File: src/rtl/core/eabs_pkg.sv
// ----------------------------------------------------------------------------
// Edge-aware box smoother package
// Shared types, codes and constants of the 3x3 mean filter core.
// ----------------------------------------------------------------------------
package eabs_pkg;

  localparam int PIX_W   = 8;
  localparam int COORD_W = 11;
  localparam int MEAN_W  = 16;
  localparam int SUM_W   = 12;
  localparam int NUM_W   = 20;
  localparam int RECIP_W = 21;
  localparam int KIND_W  = 4;

  localparam int JOBQ_DEPTH = 4;
  localparam int JOBQ_AW    = 2;
  localparam int JOBQ_CW    = 3;

  localparam logic CFG_FRAME_WIDTH  = 1'b0;
  localparam logic CFG_FRAME_HEIGHT = 1'b1;

  localparam logic [COORD_W-1:0] FRAME_RESET = 11'd257;

  // Result kinds an input can cause, in delivery order.
  localparam int KIND_CENTER   = 0;
  localparam int KIND_ROW_END  = 1;
  localparam int KIND_LAST_ROW = 2;
  localparam int KIND_CORNER   = 3;

  typedef enum logic [1:0] {
    ODD_1 = 2'd0,
    ODD_3 = 2'd1,
    ODD_9 = 2'd2
  } odd_t;

  // floor(2^21/d), 2^21-1 at d=1; one correction fixes the one-sided error.
  localparam logic [RECIP_W-1:0] RECIP_1 = 21'd2097151;
  localparam logic [RECIP_W-1:0] RECIP_3 = 21'd699050;
  localparam logic [RECIP_W-1:0] RECIP_9 = 21'd233016;

  typedef struct packed {
    logic [1:0] shift;
    odd_t       odd;
    logic [2:0] half;
  } div_sel_t;

  typedef struct packed {
    logic [COORD_W-1:0]          row;
    logic [COORD_W-1:0]          col;
    logic [KIND_W-1:0]           kinds;
    logic                        r_ge1;
    logic                        r_ge2;
    logic                        c_ge1;
    logic                        c_ge2;
    logic [8:0][PIX_W-1:0]       win;
  } job_t;

  // Divisor n is split into a power of two and an odd factor of 1, 3 or 9.
  function automatic div_sel_t div_select(input logic [3:0] n);
    div_sel_t d;
    d.shift = 2'd0;
    d.odd   = ODD_1;
    d.half  = 3'd0;
    case (n)
      4'd1: begin
        d.shift = 2'd0; d.odd = ODD_1; d.half = 3'd0;
      end
      4'd2: begin
        d.shift = 2'd1; d.odd = ODD_1; d.half = 3'd1;
      end
      4'd3: begin
        d.shift = 2'd0; d.odd = ODD_3; d.half = 3'd1;
      end
      4'd4: begin
        d.shift = 2'd2; d.odd = ODD_1; d.half = 3'd2;
      end
      4'd6: begin
        d.shift = 2'd1; d.odd = ODD_3; d.half = 3'd3;
      end
      4'd9: begin
        d.shift = 2'd0; d.odd = ODD_9; d.half = 3'd4;
      end
      default: begin
        d.shift = 2'd0; d.odd = ODD_1; d.half = 3'd0;
      end
    endcase
    return d;
  endfunction

endpackage

File: src/rtl/core/eabs_back.sv
// ----------------------------------------------------------------------------
// Edge-aware box smoother back end
// Expands each job into its results, sums the in-frame neighbors and divides
// by the neighbor count through a reciprocal multiply with one correction.
// ----------------------------------------------------------------------------
module eabs_back (
  input  logic                          clk,
  input  logic                          rst_n,
  input  logic                          job_valid,
  input  eabs_pkg::job_t                job,
  output logic                          job_pop,
  output logic                          out_valid,
  input  logic                          out_ready,
  output logic [eabs_pkg::COORD_W-1:0]  out_row,
  output logic [eabs_pkg::COORD_W-1:0]  out_col,
  output logic [eabs_pkg::MEAN_W-1:0]   out_mean_value,
  output logic                          out_run_last
);

  logic [eabs_pkg::KIND_W-1:0] done_r, cur, sel;
  logic                        last0, emit;
  logic [2:0]                  rmask, cmask;
  logic [1:0]                  rcnt, ccnt;
  logic [eabs_pkg::COORD_W-1:0] row0, col0;
  logic [eabs_pkg::SUM_W-1:0]  sum0;
  eabs_pkg::div_sel_t          dsel0;

  logic                         v1_r, last1_r;
  logic [eabs_pkg::COORD_W-1:0] row1_r, col1_r;
  logic [eabs_pkg::SUM_W-1:0]   sum1_r;
  eabs_pkg::div_sel_t           dsel1_r;

  logic [eabs_pkg::NUM_W-1:0]   num1, np1;
  logic [eabs_pkg::RECIP_W-1:0] recip1;
  logic [eabs_pkg::NUM_W+eabs_pkg::RECIP_W-1:0] prod1;

  logic                         v2_r, last2_r;
  logic [eabs_pkg::COORD_W-1:0] row2_r, col2_r;
  logic [eabs_pkg::NUM_W-1:0]   np2_r, qa2_r;
  eabs_pkg::odd_t               odd2_r;

  logic [eabs_pkg::NUM_W-1:0]   qd2, od2, rem2, q2;

  logic                         out_v_r, out_last_r;
  logic [eabs_pkg::COORD_W-1:0] out_row_r, out_col_r;
  logic [eabs_pkg::MEAN_W-1:0]  out_mean_r;

  logic out_take, s2_take, s1_take;

  assign out_take = !out_v_r || out_ready;
  assign s2_take  = !v2_r || out_take;
  assign s1_take  = !v1_r || s2_take;

  assign cur     = job.kinds & ~done_r;
  assign sel     = cur & (~cur + 4'd1);
  assign last0   = ((cur & ~sel) == '0);
  assign emit    = job_valid && s1_take;
  assign job_pop = emit && last0;

  always_comb begin
    rmask = {1'b1, 1'b1, job.r_ge2};
    cmask = {1'b1, 1'b1, job.c_ge2};
    row0  = job.row - 11'd1;
    col0  = job.col - 11'd1;
    if (sel[eabs_pkg::KIND_ROW_END]) begin
      cmask = 3'b100;
      col0  = job.col;
    end else if (sel[eabs_pkg::KIND_LAST_ROW]) begin
      rmask = {1'b1, job.r_ge1, 1'b0};
      row0  = job.row;
    end else if (sel[eabs_pkg::KIND_CORNER]) begin
      rmask = {1'b1, job.r_ge1, 1'b0};
      cmask = {1'b1, job.c_ge1, 1'b0};
      row0  = job.row;
      col0  = job.col;
    end
  end

  always_comb begin
    sum0 = '0;
    for (int a = 0; a < 3; a++) begin
      for (int b = 0; b < 3; b++) begin
        if (rmask[a] && cmask[b]) begin
          sum0 = sum0 + eabs_pkg::SUM_W'(job.win[a*3+b]);
        end
      end
    end
    rcnt  = 2'(rmask[0]) + 2'(rmask[1]) + 2'(rmask[2]);
    ccnt  = 2'(cmask[0]) + 2'(cmask[1]) + 2'(cmask[2]);
    dsel0 = eabs_pkg::div_select(4'(rcnt) * 4'(ccnt));
  end

  always_comb begin
    num1 = {sum1_r, 8'd0} + eabs_pkg::NUM_W'(dsel1_r.half);
    np1  = num1 >> dsel1_r.shift;
    case (dsel1_r.odd)
      eabs_pkg::ODD_3: recip1 = eabs_pkg::RECIP_3;
      eabs_pkg::ODD_9: recip1 = eabs_pkg::RECIP_9;
      default:         recip1 = eabs_pkg::RECIP_1;
    endcase
    prod1 = (eabs_pkg::NUM_W+eabs_pkg::RECIP_W)'(np1) *
            (eabs_pkg::NUM_W+eabs_pkg::RECIP_W)'(recip1);
  end

  always_comb begin
    case (odd2_r)
      eabs_pkg::ODD_3: begin
        qd2 = (qa2_r << 1) + qa2_r;
        od2 = 20'd3;
      end
      eabs_pkg::ODD_9: begin
        qd2 = (qa2_r << 3) + qa2_r;
        od2 = 20'd9;
      end
      default: begin
        qd2 = qa2_r;
        od2 = 20'd1;
      end
    endcase
    rem2 = np2_r - qd2;
    q2   = qa2_r + ((rem2 >= od2) ? 20'd1 : 20'd0);
  end

  always_ff @(posedge clk) begin
    if (!rst_n) begin
      done_r  <= '0;
      v1_r    <= 1'b0;
      v2_r    <= 1'b0;
      out_v_r <= 1'b0;
    end else begin
      if (emit) begin
        done_r <= last0 ? '0 : (done_r | sel);
      end
      if (s1_take) begin
        v1_r <= emit;
      end
      if (s2_take) begin
        v2_r <= v1_r;
      end
      if (out_take) begin
        out_v_r <= v2_r;
      end
    end
  end

  always_ff @(posedge clk) begin
    if (s1_take) begin
      row1_r  <= row0;
      col1_r  <= col0;
      last1_r <= last0;
      sum1_r  <= sum0;
      dsel1_r <= dsel0;
    end
    if (s2_take) begin
      row2_r  <= row1_r;
      col2_r  <= col1_r;
      last2_r <= last1_r;
      np2_r   <= np1;
      qa2_r   <= prod1[eabs_pkg::NUM_W+eabs_pkg::RECIP_W-1:eabs_pkg::RECIP_W];
      odd2_r  <= dsel1_r.odd;
    end
    if (out_take) begin
      out_row_r  <= row2_r;
      out_col_r  <= col2_r;
      out_last_r <= last2_r;
      out_mean_r <= q2[eabs_pkg::MEAN_W-1:0];
    end
  end

  assign out_valid      = out_v_r;
  assign out_row        = out_row_r;
  assign out_col        = out_col_r;
  assign out_mean_value = out_mean_r;
  assign out_run_last   = out_last_r;

endmodule

File: config.mk
export PLATFORM = sky130hd
export DESIGN_NAME = eabs_back
export DESIGN_NICKNAME = d
export VERILOG_FILES = /design/src/rtl/core/eabs_pkg.sv /design/src/rtl/core/eabs_back.sv
export SDC_FILE = /design/constraint.sdc
export NUM_CORES = 1
export LEC_CHECK = 0
export BUFFER_PORTS_ARGS = -buffer_cell sky130_fd_sc_hd__buf_2
export CAP_MARGIN = 20
export CORE_UTILIZATION = 65
export DETAILED_ROUTE_END_ITERATION = 12
export PLACE_DENSITY_LB_ADDON = 0.12
export SLEW_MARGIN = 0
export SYNTH_ARGS = -nofsm -noshare
export SYNTH_HDL_FRONTEND = slang
export SYNTH_SLANG_ARGS = --single-unit
File: constraint.sdc
create_clock -name clk -period 32 [get_ports clk]
set_input_delay 6.4 -clock clk [delete_from_list [all_inputs] [get_ports clk]]
set_output_delay 6.4 -clock clk [all_outputs]
set_load 0.01 [all_outputs]
==> run summary <==
Max-slew violation count: 0
Layout Nets: 2736
Worst path required time: 32.17 ns
Period utilization: 49.04%
HPWL Detailed: 39320 um
Count leader, synth: inv_1
Headroom to the max-slew limit: 33.55%
Hold buffer count at CTS: 0
Antenna violation net count after detailed routing: 0
Min-delay worst type: reg2reg
Input/output buffers: 146
Fillers: 2196
Max Root-Sink Buffers: 2
Area share of the largest cell type after synthesis: 21.68%
Final hold violation count: 0
Die area: 0.03117 mm2
Final hold slack: 0.4189 ns
Max Cap Violations: 0
Met3 wire len: 2288 um
Total global routing overflow: 0
Clock transition at path regs: 0.07 ns
Die H: 176.5 um
Vias: 14900
GPL Wtd Cong: 0.9801
DR top layer: met4
CP endpoint kind: flop
Slowest stage delay, CP: 0.78 ns
RSZ-0062 raised after global routing: no
Number of global-route vias before repair: 14930
Reg-to-reg slack, setup: 21.96 ns
Clk Latency, worst-skew pair: 0.43 ns
Tightest Pin Transition: 0.9968 ns
Cell Count, Final, Fillers Out: 2551
DRT Pass-1 Iters: 5
Primary FF master, synth: edfxtp_1
Setup crit start kind: primary input
Post-cts sizing count: 0
Final Core Density: 72.55%
Largest net degree at the start of global routing: 43
# IOs: 147
Setup bufs post-CTS: 0
DR DRC count: 0
Syn. warnings: 0
Rows: 63
Area Growth Syn to Fin: 9.162%
Synth area leaders: edfxtp_1, fa_1, ha_1
All-Layer GR Usage: 31.03%
Initial Util: 66.46%
Final wirelength: 46410 um
First-pass GRT wire length: 75200 um
Post-synthesis register bit count: 150
Tmin final: 15.69 ns
Critical-path top delay cell: a41oi_1
CP arrival: 15.86 ns
# setup viols final: 0
Initial antenna violation count: 2
Post-Syn Area: 0.01980 mm2
Mapped Nets: 2591
Horiz. Die Dim: 176.5 um
Peak Freq: 63.72 MHz
Final TNS setup: 0 ns
CTS root buf: clkbuf_16
Post-synth ARST share: 0%
Via density per instance: 5.840
Mean Syn Cell Area: 9.896 um2
Dpl cells: 2516
Status: finished clean
CTS sink cnt: 150
First DRT Iteration DRCs: 1053
EDFF count, synth: 143
Post-Synthesis Cells: 2001
Critical path's most frequent cell: ha_1
Crit-path max FO: 11
Routed wire length per instance: 18.19 um
Total CTS buffers: 17
Met2 WL: 22440 um
Final Skew: 0.01525 ns
Critical path class: in2reg
Fraction of layout cells with a size suffix above 1: 11.63%
Met1 Wirelength: 21030 um
Seq/Total Area, Yosys: 22.39%
Leading area contributor after synthesis: edfxtp_1
CTS tree: yes
Most frequent cells after synthesis: inv_1, ha_1, fa_1, nor2_1, edfxtp_1
H-tree depth: 4
Core area: 0.02980 mm2
Library cells used by synthesis: 92
[worst max-delay path: cells and delay by family]
family	cells	cell delay (ns)
fa+ha+maj	9	2.74
buf+inv	2	0.17
xor+xnor	1	0.15
simple gates	10	1.94
mux	3	0.85
compound gates	20	3.59
[path summary, 6_finish.rpt]
path / start / endpoint / cells past startpoint
worst min-delay path: col2_r[2] / out_col[2] / 0
worst min register to register: col2_r[2] / out_col[2] / 0
worst max-delay path: job[78] / sum1_r[10] / 45
worst max register to register: done_r[2] / sum1_r[10] / 44
[layer usage]
metal / global-route usage [%] / vias up
li1: - / 7150
met3: 4.177 / 46
met2: 52.34 / 438
met1: 42.88 / 7265
met4: 6.214 / 0
met5: 0 / -
[stage by stage]
stage,setup WS (ns),instance area [um2]
after floorplan,17.25,19800
after global placement,16.33,20950
after detailed placement,15.95,20950
after CTS,16.36,21580
after global routing,15.53,21620
final,16.31,21620
[sequential cells by signal (all words and copies together), names as in the netlist, 2 cells and up]
register        count
row1_r             11
qa2_r              20
out_col            11
odd2_r              2
sum1_r             12
col2_r             11
row2_r             11
out_mean_value     16
np2_r              18
done_r              4
dsel1_r             6
out_row            11
col1_r             11
[placed cells by master, fill, tap and decap left out, drive strengths merged, types with 27 or more instances in the layout]
cell | Yosys | layout
inv | 333 | 338
a21oi | 97 | 97
nand2 | 99 | 99
nor2b | 34 | 34
xnor2 | 73 | 73
nor2 | 158 | 158
buf | 4 | 152
a21o | 39 | 39
o21ai | 75 | 75
fa | 200 | 200
nand2b | 27 | 27
xor2 | 62 | 62
nand3 | 29 | 29
edfxtp | 143 | 143
o21a | 30 | 30
ha | 284 | 284
nor3 | 35 | 35
[final cells by class]
class                           instances  area, um2  area share [%]
Multi-Input combinational cell       1491      14010           64.80
Sequential cell                       150       4434           20.51
Inverter                              334       1254           5.800
Timing Repair Buffer                  152      795.8           3.681
Tap cell                              390      488.0           2.257
Clock buffer                           17      425.4           1.968
Clock inverter                         15      207.7          0.9608
Antenna cell                            2      5.005         0.02315
[cells by family after synthesis]
logic type               Yosys count  synth area share, %
adder cells (fa/ha/maj)          484                38.16
AND/OR/NAND/NOR                  470                11.51
AO/OA/AOI/OAI                    372                13.17
buffers and inverters            360                6.912
flip-flops                       150                22.39
XOR/XNOR                         136                6.167
multiplexers                      29                1.693
Power is left out: the tool's default activity adds up to more than one toggle a clock period on the data nets, which glitch-free logic cannot reach.
