## src/rtl/core/eabs_pkg.sv

```systemverilog
// ----------------------------------------------------------------------------
// Edge-aware box smoother package
// Shared types, codes and constants of the 3x3 mean filter core.
// ----------------------------------------------------------------------------
package eabs_pkg;

  localparam int PIX_W   = 8;
  localparam int COORD_W = 11;
  localparam int MEAN_W  = 16;
  localparam int SUM_W   = 12;
  localparam int NUM_W   = 20;
  localparam int RECIP_W = 21;
  localparam int KIND_W  = 4;

  localparam int JOBQ_DEPTH = 4;
  localparam int JOBQ_AW    = 2;
  localparam int JOBQ_CW    = 3;

  localparam logic CFG_FRAME_WIDTH  = 1'b0;
  localparam logic CFG_FRAME_HEIGHT = 1'b1;

  localparam logic [COORD_W-1:0] FRAME_RESET = 11'd257;

  // Result kinds an input can cause, in delivery order.
  localparam int KIND_CENTER   = 0;
  localparam int KIND_ROW_END  = 1;
  localparam int KIND_LAST_ROW = 2;
  localparam int KIND_CORNER   = 3;

  typedef enum logic [1:0] {
    ODD_1 = 2'd0,
    ODD_3 = 2'd1,
    ODD_9 = 2'd2
  } odd_t;

  // floor(2^21/d), 2^21-1 at d=1; one correction fixes the one-sided error.
  localparam logic [RECIP_W-1:0] RECIP_1 = 21'd2097151;
  localparam logic [RECIP_W-1:0] RECIP_3 = 21'd699050;
  localparam logic [RECIP_W-1:0] RECIP_9 = 21'd233016;

  typedef struct packed {
    logic [1:0] shift;
    odd_t       odd;
    logic [2:0] half;
  } div_sel_t;

  typedef struct packed {
    logic [COORD_W-1:0]          row;
    logic [COORD_W-1:0]          col;
    logic [KIND_W-1:0]           kinds;
    logic                        r_ge1;
    logic                        r_ge2;
    logic                        c_ge1;
    logic                        c_ge2;
    logic [8:0][PIX_W-1:0]       win;
  } job_t;

  // Divisor n is split into a power of two and an odd factor of 1, 3 or 9.
  function automatic div_sel_t div_select(input logic [3:0] n);
    div_sel_t d;
    d.shift = 2'd0;
    d.odd   = ODD_1;
    d.half  = 3'd0;
    case (n)
      4'd1: begin
        d.shift = 2'd0; d.odd = ODD_1; d.half = 3'd0;
      end
      4'd2: begin
        d.shift = 2'd1; d.odd = ODD_1; d.half = 3'd1;
      end
      4'd3: begin
        d.shift = 2'd0; d.odd = ODD_3; d.half = 3'd1;
      end
      4'd4: begin
        d.shift = 2'd2; d.odd = ODD_1; d.half = 3'd2;
      end
      4'd6: begin
        d.shift = 2'd1; d.odd = ODD_3; d.half = 3'd3;
      end
      4'd9: begin
        d.shift = 2'd0; d.odd = ODD_9; d.half = 3'd4;
      end
      default: begin
        d.shift = 2'd0; d.odd = ODD_1; d.half = 3'd0;
      end
    endcase
    return d;
  endfunction

endpackage

```

## src/rtl/core/eabs_jobq.sv

```systemverilog
// ----------------------------------------------------------------------------
// Edge-aware box smoother job queue
// Short FIFO of classified samples between the front end and the back end.
// ----------------------------------------------------------------------------
module eabs_jobq (
  input  logic           clk,
  input  logic           rst_n,
  input  logic           push_valid,
  output logic           push_ready,
  input  eabs_pkg::job_t push_job,
  output logic           head_valid,
  input  logic           pop,
  output eabs_pkg::job_t head_job
);

  eabs_pkg::job_t                slot_r [eabs_pkg::JOBQ_DEPTH];
  logic [eabs_pkg::JOBQ_AW-1:0] wp_r, rp_r;
  logic [eabs_pkg::JOBQ_CW-1:0] cnt_r;
  logic                          do_push, do_pop;

  assign push_ready = (cnt_r != eabs_pkg::JOBQ_CW'(eabs_pkg::JOBQ_DEPTH));
  assign head_valid = (cnt_r != '0);
  assign head_job   = slot_r[rp_r];
  assign do_push    = push_valid && push_ready;
  assign do_pop     = pop && head_valid;

  always_ff @(posedge clk) begin
    if (!rst_n) begin
      wp_r  <= '0;
      rp_r  <= '0;
      cnt_r <= '0;
    end else begin
      if (do_push) begin
        wp_r <= wp_r + 1'b1;
      end
      if (do_pop) begin
        rp_r <= rp_r + 1'b1;
      end
      if (do_push && !do_pop) begin
        cnt_r <= cnt_r + 1'b1;
      end else if (do_pop && !do_push) begin
        cnt_r <= cnt_r - 1'b1;
      end
    end
  end

  always_ff @(posedge clk) begin
    if (do_push) begin
      slot_r[wp_r] <= push_job;
    end
  end

endmodule

```

## config.mk

```make
export PLATFORM = sky130hd
export DESIGN_NAME = eabs_jobq
export DESIGN_NICKNAME = d
export VERILOG_FILES = /design/src/rtl/core/eabs_pkg.sv /design/src/rtl/core/eabs_jobq.sv
export SDC_FILE = /design/constraint.sdc
export NUM_CORES = 1
export LEC_CHECK = 0
export ABC_CLOCK_PERIOD_IN_PS = 10200
export BUFFER_PORTS_ARGS = -buffer_cell sky130_fd_sc_hd__buf_2
export CAP_MARGIN = 30
export CORE_ASPECT_RATIO = 1.1
export CORE_MARGIN = 2
export CORE_UTILIZATION = 55
export CTS_CLUSTER_SIZE = 30
export DETAILED_ROUTE_END_ITERATION = 10
export PLACE_DENSITY = 0.81
export SYNTH_ARGS = -nofsm -noshare
export SYNTH_HDL_FRONTEND = slang
export SYNTH_SLANG_ARGS = --single-unit
```

## constraint.sdc

```tcl
create_clock -name clk -period 10.2 [get_ports clk]
set_input_delay 1.02 -clock clk [delete_from_list [all_inputs] [get_ports clk]]
set_output_delay 1.02 -clock clk [all_outputs]
set_load 0.02 [all_outputs]
```

==> run metrics, run 1 <==
status finished clean; via count approximately 6.7k; first-pass GRT wire length 40.93 mm; fin cells approximately 1.2k; Power per Cell Area between 200 and 300 nW/µm²; Slew Limit Fails 0; gpl congestion 0.6949; initial core utilization 56.17%; Area growth syn-to-layout 17.71%; Area after DPL between 15000 and 20000 µm²; FFs w/ async S/R, synth 0%; row count between 60 and 70; aggregate global routing overflow 0; Fin Setup TNS 0 ns; Max FO, Critical Path 55; Clock Power Share ~30%; final wirelength about 27 mm; Setup Crit Path Kind flip-flop to primary output; post-route cell area ~18000 µm²; Reg clk slew, reported paths approximately 0.060 ns; Resized cells post-CTS 0; final worst path period need between 3 and 4 ns; Reg-to-Reg Start cnt_r[0]$_SDFFE_PN0P_; post-synthesis sequential area ratio 81.87%; Die Wd between 150 and 200 µm; worst reg2reg path depth 4; DRC violations left 0; Max Freq 263.4 MHz; syn avg cell area about 26 µm²; flop2flop setup slack about 7.4 ns; Comb power frac 24.2%; via/cell ratio around 5.6; most frequent cells in the layout edfxtp_1, buf_2, mux4_2, clkbuf_16, clkinv_1; max-cap viol count 0; share of cells above drive strength 1 between 40% and 50%; worst skew pair latency between 0.5 and 0.6 ns; # IOs 210; Overall Global Routing Usage between 10% and 20%; initial antenna violation count 3; antenna-violating nets left 0; Slew HR 43.28%; mapped cell area about 15000 µm²; initial DRC count approximately 550; Max Clock Skew 0.008498 ns; number of port buffers roughly 210; CP Launch Type flip-flop; final setup fails 0; #FFs+latches synth around 420; post-synth cell types 22; Tcrit/Tclk final roughly 37%; Cells after Synth slightly below 600; share of power burned in registers a little under half; Least-Margin Pin Slew about 0.85 ns; first-pass iteration count of the detailed router 4; CTS hold repair buffers 0; Int Pwr between 3 and 4 mW; final hold violation count 0; number of flops mapped to enable cells by yosys slightly above 400; CTS sink cnt 417; setup bufs post-CTS 0; hold path start wp_r[1]$_SDFFE_PN0P_; DP HPWL around 16 mm; H-tree depth 2; Nets between 900 and 1k; P_leak 5.984 nW; Critical Path RT slightly above 9 ns; Arr. time, crit path ~2.8 ns; switching power 1.333 mW; core area 27040 µm²; Crit. End Element primary output; most common cell after layout, fill and taps aside edfxtp_1; hold depth 2; CTS buffer count 41; class of the worst hold path flip-flop to flip-flop; Net Sw Frac 28.40%; vias in the first global route ~7.2k; Post-synth top flop edfxtp_1; largest net degree at the start of global routing 56; post-synthesis net count approximately 700; Clock Path Buffers 3; Die Y around 180 µm; root buffer cell clkbuf_16; placed instance count about 1.1k; DIE AREA about 29000 µm²; DR WL/cell about 22 µm; warnings from Yosys 0; CTS tree done; RSZ-0062 raised after global routing no; Max VDD drop about 0.20 mV
==> sequential cells by signal (all words and copies together), names as in the netlist, named ones only <==
register,count
cnt_r,3
rp_r,2
slot_r,408
wp_r,2
==> power groups by stage <==
stage	clock network, mW	registers (mW)	logic, mW
finish	1.40	2.16	1.14
detailed placement	0	2.20	1.15
global placement	0	2.19	1.14
floorplan	0	2.16	0.854
CTS	1.43	2.16	1.15
global route	1.49	2.18	1.23
==> cell families after synthesis <==
logic type                 after synthesis  share of synthesized area [%]
AOI/OAI and AO/OA                        5                         0.2637
xor gates and xnor gates                 4                         0.2307
adders and majority gates                6                         0.5438
buffers and inverters                   26                          1.170
DFF                                    417                          81.87
muxes                                  105                          15.33
and+or+nand+nor                         17                         0.6015
==> worst paths after layout <==
check,end
max,head_job[75]
min,wp_r[1]$_SDFFE_PN0P_
max reg2reg,slot_r[3][44]$_DFFE_PP_
min reg2reg,wp_r[1]$_SDFFE_PN0P_
==> routing by layer <==
metal,global-route usage [%],up-vias,routed length [µm]
met1,25.79,3509,11070
met3,5.092,36,1836
met2,31.03,214,13370
met4,4.388,4,384
met5,0,-,27
li1,-,2979,-
==> metrics by stage <==
| step | setup WS [ns] | hold slack, ns | power, mW | util (%) |
|---|---|---|---|---|
| final | 6.404 | 0.5059 | 4.695 | 66.12 |
| after global routing | 6.268 | 0.5380 | 4.893 | 66.11 |
| after CTS | 6.319 | 0.5076 | 4.745 | 66.00 |
| after detailed placement | 6.766 | 0.4958 | 3.346 | 61.33 |
| after global placement | 6.777 | 0.4842 | 3.325 | 61.33 |
| after floorplan | 6.029 | 0.4677 | 3.014 | - |
==> critical path: stages (launching register included) <==
cell and delay, ns:
dfxtp_4 0.90, buf_4 0.72, mux4_2 0.44, buf_2 0.18
==> cell type report <==
class / count / area [µm²]
Tap cell: 357 / 446.7
Antenna cell: 1 / 2.502
Timing Repair Buffer: 217 / 1126
Clock inverter: 32 / 230.2
Inverter: 3 / 11.26
Clock buffer: 43 / 1033
Fill cell: 1743 / 9161
Sequential cell: 417 / 12440
Multi-Input combinational cell: 137 / 2586
==> synth_stat cells (2+ instances only) <==
| master | count | area, µm² |
|---|---|---|
| inv_1 | 3 | 11.26 |
| mux4_2 | 102 | 2297 |
| clkbuf_1 | 4 | 15.01 |
| mux2i_1 | 3 | 30.03 |
| buf_2 | 10 | 50.05 |
| buf_6 | 9 | 101.4 |
| and2_1 | 8 | 50.05 |
| xnor2_1 | 3 | 26.28 |
| ha_1 | 5 | 62.56 |
| nand2_1 | 5 | 18.77 |
| dfxtp_1 | 9 | 180.2 |
| edfxtp_1 | 408 | 12250 |
| or3_1 | 2 | 12.51 |
(Power assumes the default switching activity.)
==> inputs of run 2 (changes only) <==
- ABC_AREA: default -> 1
- ABC_CLOCK_PERIOD_IN_PS: 10200 -> 3300
- CORE_UTILIZATION: 55 -> 52
- PLACE_DENSITY: 0.81 -> 0.8
- clock period: 10.2 -> 3.3 ns (I/O delays scaled with it)
==> run metrics, run 2 <==
Fin Setup TNS 0 ns; status finished clean; DRC violations left 0; largest register by flop count slot_r; adder-cell share of the synthesized area less than 1%; multiplexer share of the synthesized area 0%; initial core utilization a little over half; Critical Path RT 2.97 ns; H-tree depth 2; Overall Global Routing Usage 20.37%; setup ws final between 0.5 and 0.6 ns; Reg clk slew, reported paths roughly 0.06 ns; setup bufs post-CTS 0; Synth Area in XOR/XNOR less than 1%; # IOs between 200 and 250; via count 9452; CP Launch Type flip-flop; first-pass GRT wire length between 40 and 50 mm; Buf/Inv on CP 3; Nets between 1k and 1.5k; CTS sink cnt 417; most common cell after layout, fill and taps aside edfxtp_1; vias in the first global route approximately 9.4k; Layout fillers roughly 2.1k; Largest register FFs 408; Least-Margin Pin Slew ~0.84 ns; initial antenna violation count 7; largest net degree at the start of global routing between 200 and 250; FF-to-FF End slot_r[1][70]$_DFFE_PP_; CTS tree done; share of cells above drive strength 1 approximately 23%; Die Y between 150 and 200 µm; final setup fails 0; Max Clock Skew around 0.022 ns; Cells after Synth approximately 1.1k; Area contributors post-synth edfxtp_1, nor2_1, o21ai_0; final worst path period need between 2 and 3 ns; first-pass iteration count of the detailed router 5; row count 66; largest incremental delay on the critical path about 0.52 ns; Min Hold Slack roughly 0.017 ns; flop2flop setup slack approximately 1.1 ns; gpl congestion about 0.75; hold path start push_job[40]; Resized cells post-CTS 0; Arr. time, crit path roughly 2.4 ns; number of flops mapped to enable cells by yosys 408; dpl ws roughly 1.0 ns; post-synthesis sequential area ratio roughly four fifths; max-cap viol count 0; DIE AREA around 31000 µm²; Slew HR 44.06%; RSZ-0062 raised after global routing no; Tcrit/Tclk final about 83%; root buffer cell clkbuf_16; Area growth syn-to-layout 18.32%; Crit. End Element primary output; share of the synthesized area in the top cell type about four fifths; Power per Cell Area between 800 and 900 nW/µm²; hold depth 1; Die Wd ~170 µm; main combinational cell family by area after synthesis compound AO/OA/AOI/OAI gates; Worst Hold End slot_r[3][40]$_DFFE_PP_; FFs w/ async S/R, synth 0%; class of the worst hold path primary input to flip-flop; aggregate global routing overflow 0; Setup Crit Path Kind flip-flop to primary output; worst reg2reg path depth 5; Post-synth top flop edfxtp_1; CP max-delay cell inv_6; core area around 30000 µm²; most frequent cells in the layout edfxtp_1, nor2_1, buf_2, o21ai_0, o22ai_1; Simple-Gate Fraction of Synth Area 5.798%; Largest delay share family, worst path buffers and inverters; Cell Chain, Critical Path inv_6 -> buf_4 -> o21ai_0 -> o22ai_1 -> buf_2; worst skew pair latency between 0.5 and 0.6 ns; syn avg cell area ~15 µm²; Largest regs slot_r: 408 flops, cnt_r: 3 flops; Max VDD drop between 0.6 and 0.7 mV; post-synthesis net count ~1.2k; Clock Path Buffers 3; antenna-violating nets left 0; CTS buffer count a little over 40; via/cell ratio roughly 5.6; #FFs+latches synth roughly 420; mapped cell area between 15000 and 20000 µm²; Max FO, Critical Path 106; post-synth cell types 20; P_leak around 6.5 nW; Reg-to-Reg Start cnt_r[0]$_SDFFE_PN0P_; final wirelength between 30 and 40 mm; Max Freq ~360 MHz; warnings from Yosys 0; initial DRC count ~800; Synth top cells by count edfxtp_1, nor2_1, o21ai_0; DP HPWL about 18 mm; DR WL/cell roughly 19 µm; number of port buffers 209; post-synthesis compound-gate area fraction between 10 and 15%; Slew Limit Fails 0; most frequent cell after synthesis edfxtp_1; post-synth top area cell edfxtp_1; final hold violation count 0
[run 2: worst max path at each step]
stage,to,slack (ns),cells past startpoint
6_report,head_job[13],0.55,5
5_1_grt,head_job[13],0.43,5
4_1_cts,head_job[31],0.59,5
3_5_place_dp,slot_r[1][80]$_DFFE_PP_,1.05,5
3_3_place_gp,slot_r[1][80]$_DFFE_PP_,1.11,5
2_1_floorplan,slot_r[0][0]$_DFFE_PP_,-0.66,4
[run 2: per-layer routing]
layer  vias to the layer above  wire length (µm)  GRT usage [%]
met4                         2               842          8.207
met2                       335             16120          34.43
met1                      4623             12530          24.50
li1                       4427                 -              -
met3                        65              2936          6.346
met5                         -                13              0
[run 2: final cells by class]
| class | count | area [µm²] | share of cell area (%) |
|---|---|---|---|
| Tap cell | 374 | 467.9 | 2.542 |
| Multi-Input combinational cell | 555 | 2703 | 14.68 |
| Clock buffer | 51 | 1106 | 6.008 |
| Timing Repair Buffer | 241 | 1404 | 7.626 |
| Clock inverter | 24 | 205.2 | 1.115 |
| Inverter | 16 | 66.31 | 0.3602 |
| Sequential cell | 417 | 12440 | 67.57 |
| Antenna cell | 7 | 17.52 | 0.09515 |
[run 2: stage by stage]
stage,power (mW),area [µm²],std cells,util (%)
final,14.88,18410,1685,62.44
after global placement,10.41,17010,1596,57.70
after CTS,14.99,18370,1676,62.32
after global routing,15.55,18400,1680,62.40
after detailed placement,10.52,17010,1596,57.70
after floorplan,9.253,15570,1054,-
[run 2: cells by family (layout without fill, tap and decap cells)]
kind of cell	Yosys count	after routing
AOI/OAI and AO/OA	310	310
xor gates and xnor gates	1	1
adders and majority gates	6	6
buffers and inverters	82	332
DFF	417	417
other	0	7
and+or+nand+nor	238	238
[run 2: timing repair]
action,CTS,global route
hold buffers,5,2
hold endpoints to repair,15,5
endpoints found under the setup margin,0,0
[run 2: power by group]
part	switching (mW)	internal, mW	total [mW]
registers	0.150	6.44	6.59
clock network	1.85	2.62	4.47
logic	2.71	1.11	3.82
